$ cat src/rtl/weighted_cell_sampler_macros.svh
// Assertion macros shared by the weighted cell sampler RTL.
`ifndef WEIGHTED_CELL_SAMPLER_MACROS_SVH
`define WEIGHTED_CELL_SAMPLER_MACROS_SVH

// Same-cycle implication, sampled on clk, off during reset.
`define WCS_ASSERT_IMP(lbl, ante, cons, msg) \
	lbl: assert property (@(posedge clk) disable iff (!arst_n) (ante) |-> (cons)) \
		else $error(msg);

// Next-cycle implication, sampled on clk, off during reset.
`define WCS_ASSERT_NXT(lbl, ante, cons, msg) \
	lbl: assert property (@(posedge clk) disable iff (!arst_n) (ante) |=> (cons)) \
		else $error(msg);

`endif

$ cat src/rtl/wcs_pkg.sv
// Shared types and constants for the weighted cell sampler.
package wcs_pkg;

	// command codes carried in tuser
	localparam logic [1:0] CMD_CLEAR = 2'd0;
	localparam logic [1:0] CMD_LOAD  = 2'd1;
	localparam logic [1:0] CMD_DRAW  = 2'd2;

	// register map: index is paddr[2]
	localparam logic REG_GRID_SPACING = 1'b0;
	localparam logic [15:0] SPACING_RESET = 16'd100;

	localparam int COORD_W = 24;
	localparam logic [COORD_W-1:0] COORD_MAX = 24'hFF_FFFF;
	localparam int TOTAL_W = 28;
	localparam logic [TOTAL_W-1:0] TOTAL_MAX = 28'hFFF_FFFF;
	localparam int RAND_W = 16;

	// shared multiplier: rand (16) x total or span (28)
	localparam int PROD_W = RAND_W + TOTAL_W;

	typedef struct packed {
		logic               en;
		logic [RAND_W-1:0]  a;
		logic [TOTAL_W-1:0] b;
	} mul_req_t;

endpackage

$ cat src/rtl/wcs_mul.sv
// Shared registered multiplier used by the draw sequencer.
module wcs_mul (
	input  logic              clk,
	input  wcs_pkg::mul_req_t req,
	output logic [wcs_pkg::PROD_W-1:0] prod
);
	import wcs_pkg::*;

	logic [PROD_W-1:0] prod_q;

	always_ff @(posedge clk) begin
		if (req.en) begin
			prod_q <= PROD_W'(req.a) * PROD_W'(req.b);
		end
	end

	assign prod = prod_q;

endmodule

$ cat config.mk
export PLATFORM = sky130hd
export DESIGN_NAME = wcs_mul
export DESIGN_NICKNAME = d
export VERILOG_FILES = /design/src/rtl/weighted_cell_sampler_macros.svh /design/src/rtl/wcs_pkg.sv /design/src/rtl/wcs_mul.sv
export SDC_FILE = /design/constraint.sdc
export NUM_CORES = 1
export LEC_CHECK = 0
export BUFFER_PORTS_ARGS = -buffer_cell sky130_fd_sc_hd__buf_2
export CAP_MARGIN = 20
export CORE_MARGIN = 1
export CORE_UTILIZATION = 40
export DETAILED_ROUTE_END_ITERATION = 16
export GPL_TIMING_DRIVEN = 1
export MAX_ROUTING_LAYER = met4
export PLACE_DENSITY_LB_ADDON = 0.3
export SLEW_MARGIN = 30
export SYNTH_ARGS = -nofsm -noshare
export SYNTH_HDL_FRONTEND = slang
export SYNTH_SLANG_ARGS = --single-unit
$ cat constraint.sdc
create_clock -name clk -period 8.6 [get_ports clk]
set_clock_uncertainty 0.05 [all_clocks]
set_input_delay 1.29 -clock clk [delete_from_list [all_inputs] [get_ports clk]]
set_output_delay 1.29 -clock clk [all_outputs]
set_load 0.01 [all_outputs]
==> metrics.yaml, run 1 <==
clocking:
  cts_buffer_depth: 2
  tritoncts: "done"
  path_clk_slew_ns: 0.07
  cts_max_level: 2
  post-cts-setup-buffer-count: 0
  cts_made_buffers: 5
  cts_resized: 0
  cts_sinks: 44
  cts_root_buf: "clkbuf_16"
  ctsHoldBuffers: 0
synthesis:
  ys.warnings.count: 0
  synth_top_cell_by_area: "fa_1"
  netlist.area_leader.share: 0.4607
  synth_area_leaders: "fa_1 (46%), inv_1 (9.4%), ha_1 (9.2%)"
  ys_ff_latch: 44
  syn-cell-area_mm2: 0.01573
  synthCells: 1725
  syn_nets: 2249
  yosysSeqAreaShare: 0.08400
  async_flop_share: 0
  synth_ff_type: "edfxtp_1"
  synth.distinct_cells: 53
  synth_area_per_cell_um2: 9.119
  synth-edff-count: 44
sta:
  tightest_slew_ns: 0.6887
  timing.fmax_mhz: 138.2
  rsz0062_at_grt: "false"
  setup_ws_ns: 1.365
  tns_ns: 0
  final_hold_viol_count: 0
  fin_crit_sh: 0.8413
  holdWs_ns: 1.509
  slew_headroom: 0.5408
  fin_crit_ns: 7.235
  setup_viol: 0
  drv_slew: 0
final_layout:
  area_growth_pct: 5.743
  largest_reg_flops: 44
  layout_commonest_cell: "inv_1"
  layout-drive-gt1-share: 0.06398
  final_cell_mix: "inv_1 (393), fa_1 (362), nand2_1 (295), and2_1 (188), ha_1 (116)"
  nets: 2258
  fill_cells: 3934
critical_path:
  startpoint_type: "primary input"
  crit_path_max_incr_delay_ns: 0.60
  cp.arrival_ns: 7.28
  cp_data_required_time_ns: 8.65
  crit_top_cell: "fa_1"
  end_kind: "flip-flop"
  cp_slowest_cell: "fa_1"
  cp_cell_sequence: "buf_2 -> nand2_1 -> fa_1 -> inv_1 -> fa_1 -> fa_1 -> fa_1 -> fa_1 -> inv_1 -> fa_1 -> inv_1 -> ha_1 -> a21oi_1 -> o21ai_1 -> o21ai_0 -> a211oi_1 -> o21ai_2 -> mux2i_1 -> a2111oi_2"
  path_class: "in -> reg"
  cp_max_fo: 28
global_routing:
  grt_pass1_wl_um: 66560
  grt_pass1_vias: 12707
  grt_overflow_total: 0
  track_usage: 0.2150
  antenna_found_initial: 1
  grt_max_degree: 45
route:
  wl_um: 40090
  drc: 0
  via_per_inst: 5.070
  vias: 11433
  wl_per_cell_um: 17.78
  dr.pass1.iters: 5
  drt-initial-drc-count: 546
  ant_nets: 0
placed_design:
  dp_hpwl_um: 32120
  portBuffers: 89
  pre_cts_ws_ns: 1.091
  gp_congestion: 0.8702
floorplan:
  core_mm2: 0.03874
  initial_core_util: 0.4061
  rows: 72
  die_w_um: 200.3
  die_h_um: 200.3
  ios: 90
  die_area_mm2: 0.04012
job:
  drv_cap: 0
status:
  outcome: "completed"
min_path:
  min_path_type: "in -> reg"
critical path, delay by kind of cell:
kind / cells / cell delay [ns]
compound gates: 6 / 1.47
fa+ha+maj: 7 / 3.47
buf+inv: 4 / 0.68
mux: 1 / 0.15
simple gates: 1 / 0.17
final cells by class:
type,count,area (um2),area share
Antenna cell,2,5.005,0.0003009
Sequential cell,44,1321,0.07943
Tap cell,518,648.1,0.03896
Timing Repair Buffer,90,452.9,0.02723
Clock inverter,3,18.77,0.001128
Clock buffer,5,125.1,0.007522
Multi-Input combinational cell,1200,12590,0.7567
Inverter,393,1475,0.08869
stage by stage:
| step | util | area, um2 | cells |
|---|---|---|---|
| floorplan | - | 15730 | 1725 |
| global placement | 0.4255 | 16480 | 2245 |
| detailed placement | 0.4255 | 16480 | 2245 |
| CTS | 0.4293 | 16630 | 2253 |
| global route | 0.4293 | 16630 | 2254 |
| finish | 0.4294 | 16630 | 2255 |
synth_stat cells (all sizes together) (7+ instances only):
| library cell | number |
|---|---|
| a21oi | 49 |
| xnor2 | 22 |
| xor2 | 15 |
| nand3 | 10 |
| a21o | 17 |
| nand2 | 296 |
| o21ai | 30 |
| buf | 12 |
| inv | 393 |
| clkbuf | 76 |
| nor2 | 22 |
| fa | 362 |
| edfxtp | 44 |
| and2 | 189 |
| ha | 116 |
| a211oi | 7 |
| nand4 | 9 |
routing by layer:
metal / vias to the layer above / GRT usage / wire (um)
li1: 5124 / - / -
met1: 5969 / 0.2662 / 16340
met2: 276 / 0.3757 / 21080
met3: 64 / 0.01757 / 1538
met4: 0 / 0.06080 / 1130
met5: - / - / 0
cell families (layout without fill, tap and decap cells):
kind of cell	after synthesis	count (layout)	synth area share
flip-flops	44	44	0.08400
AND/OR/NAND/NOR	546	546	0.1671
other	0	2	0
XOR/XNOR	37	37	0.02060
adder cells (fa/ha/maj)	478	478	0.5530
buffers and inverters	481	491	0.1158
AO/OA/AOI/OAI	137	137	0.05823
multiplexers	2	2	0.001273
worst paths after layout:
check / from / endpoint / cells after the start
worst max-delay path: req[35] / prod[36] / 19
worst min-delay path: req[0] / prod[0] / 2
Power of run 1 is not shown: default switching activity piles up to over one toggle a cycle in this logic, so the estimate is an artifact.
==> inputs of run 2 (changes only) <==
- ABC_AREA: unset -> 1
- clock period: 8.6 -> 7.1 ns (I/O delays scaled with it)
==> run 2 against run 1 <==
  * Flip-flop and latch count did not move
  * First-iteration DRC count grew 41%
  * Non-clock buffer count is 11 higher
  * Via count rose by 15%
  * Cell count grew 23%
  * Critical path depth up 3
  * Utilization is 0.38 points higher
  * Sequential share of layout area is 0.54 points lower
  * Synthesized cell count rose by 30%
==> metrics.yaml, run 2 <==
synthesis:
  synth_top_cell_by_area: "fa_1"
  yosysSeqAreaShare: 0.07824  # -0.005757
  ys.warnings.count: 0  # unchanged
  post-synth-top-count-cell: "inv_1"
  async_flop_share: 0  # unchanged
  syn-cell-area_mm2: 0.01689  # +7.4%
  synth.distinct_cells: 24  # -55%
  syn_nets: 2771  # +23%
  synth_area_per_cell_um2: 7.516  # -18%
  synth_ff_type: "edfxtp_1"
  netlist.area_leader.share: 0.4291  # -0.03157
  yosys-top-cells-count: "inv_1 (708), nand2_1 (702), fa_1 (362)"
  synth_area_leaders: "fa_1 (43%), inv_1 (16%), nand2_1 (16%)"
  synthCells: 2247  # +30%
  synth-edff-count: 44  # unchanged
  ys_ff_latch: 44  # unchanged
final_layout:
  final_core_util: 0.4332  # +0.003829
  layout_commonest_cell: "inv_1"
  layout-drive-gt1-share: 0.06261  # -0.001366
  area_growth_pct: 5.697  # about the same
  finalNonFillerCells: 2784  # +23%
  final_cell_mix: "inv_1 (708), nand2_1 (702), fa_1 (362), ha_1 (116), buf_2 (88)"
  n_antenna_cell: 0  # -2
  fill_cells: 4205  # +6.9%
  nets: 2775  # +23%
  largest_reg_flops: 44  # unchanged
sta:
  slew_headroom: 0.5087  # -0.03218
  final_hold_viol_count: 0  # unchanged
  drv_slew: 0  # unchanged
  fin_crit_sh: 0.9096
  fin_crit_ns: 6.458
  setup_ws_ns: 0.6421  # -0.7227 ns
  setup_viol: 0  # unchanged
  tightest_slew_ns: 0.7370  # +0.04827 ns
  timing.fmax_mhz: 154.9
  tns_ns: 0  # unchanged
  rsz0062_at_grt: "false"
route:
  vias: 13192  # +15%
  via_per_inst: 4.739  # -6.5%
  dr.pass1.iters: 5  # unchanged
  wl_um: 43690  # +9.0%
  ant_nets: 0  # unchanged
  wl_per_cell_um: 15.69  # -12%
  drc: 0  # unchanged
  drt-initial-drc-count: 768  # +41%
critical_path:
  path_class: "in -> reg"
  startpoint_type: "primary input"
  crit_family: "adder cells"
  end_kind: "flip-flop"
  cp-endpoint: "prod[35]"
  cp_cell_sequence: "buf_2 -> nand2_1 -> fa_1 -> inv_1 -> fa_1 -> inv_1 -> fa_1 -> inv_1 -> fa_1 -> fa_1 -> inv_1 -> fa_1 -> inv_1 -> ha_1 -> a21oi_1 -> nand2_1 -> a21oi_1 -> nand3_2 -> nand2_2 -> nand2_1 -> nand2_1 -> nand2_1"
  cp.depth: 22  # +3
  path_buf_inv: 6  # +2
  startpoint: "req[32]"
  cp_data_required_time_ns: 7.10  # -1.55 ns
  cp_slowest_cell: "buf_2"
  cp_max_fo: 28  # unchanged
  crit_top_cell: "fa_1"
  crit_path_max_incr_delay_ns: 0.56  # -0.04 ns
  cp.arrival_ns: 6.46  # -0.82 ns
floorplan:
  core_mm2: 0.04120  # +6.4%
  die_w_um: 207.5  # +3.6%
  die_h_um: 207.5  # +3.6%
  initial_core_util: 0.4099  # +0.003797
  die_area_mm2: 0.04304  # +7.3%
  ios: 90  # unchanged
  rows: 74  # +2.8%
status:
  outcome: "completed"
placed_design:
  place_inst: 2776  # +24%
  pre_cts_ws_ns: 0.3255  # -0.7659 ns
  gp_congestion: 0.9185  # +5.6%
  portBuffers: 89  # unchanged
  dp_hpwl_um: 36500  # +14%
global_routing:
  grt_pass1_wl_um: 75130  # +13%
  grt_overflow_total: 0  # unchanged
  grt_max_degree: 45  # unchanged
  grt_pass1_vias: 14987  # +18%
  antenna_found_initial: 0  # -1
  track_usage: 0.2248  # +0.009861
min_path:
  min_path_type: "in -> reg"
clocking:
  cts_root_buf: "clkbuf_16"
  cts_max_level: 2  # unchanged
  post-cts-setup-buffer-count: 0  # unchanged
  cts_sinks: 44  # unchanged
  tritoncts: "done"
  path_clk_slew_ns: 0.07  # about the same
  ctsHoldBuffers: 0  # unchanged
  cts_buffer_depth: 2  # unchanged
  cts_resized: 0  # unchanged
  cts_made_buffers: 5  # unchanged
job:
  drv_cap: 0  # unchanged
[run 2: logic make-up (layout without fill, tap and decap cells)]
kind of cell / count (synthesis) / count (layout) / synth area share
xor+xnor: 26 / 26 / 0.01348
fa+ha+maj: 478 / 478 / 0.5151
simple gates: 834 / 834 / 0.1963
buf+inv: 812 / 817 / 0.1805
flops: 44 / 44 / 0.07824
compound gates: 53 / 53 / 0.01645
[run 2: per-layer routing]
layer,track usage,wire length (um),share of wire
met1,0.2633,18060,0.41
met2,0.4145,22860,0.52
met3,0.02133,1810,0.041
met4,0.04967,950,0.022
met5,-,0,0
[run 2: per-stage QoR]
stage | hold WS (ns) | cell area [um2]
after floorplan | 1.128 | 16890
after global placement | 1.425 | 17700
after detailed placement | 1.429 | 17700
after CTS | 1.268 | 17850
after global routing | 1.280 | 17850
final | 1.249 | 17850
[run 2: how the worst min path moves through the flow]
| stage | startpoint | end | cells past startpoint |
|---|---|---|---|
| after floorplan | req[44] | prod[0] | 0 |
| after global placement | prod[12] | prod[12] | 1 |
| after detailed placement | prod[8] | prod[8] | 1 |
| after CTS | req[44] | prod[9] | 1 |
| after global routing | req[44] | prod[17] | 1 |
| final | req[44] | prod[9] | 1 |
[run 2: area by class of cell]
class,instances,area (um2),share of cell area
inverters,708,2658,0.1489
well taps,532,665.6,0.03729
clock inverters,3,23.77,0.001332
multi-input cells,1391,12520,0.7013
flip-flops and latches,44,1321,0.07402
clock buffers,5,125.1,0.007010
repair buffers,101,538.0,0.03014
Power of run 2 is left out for the same reason.
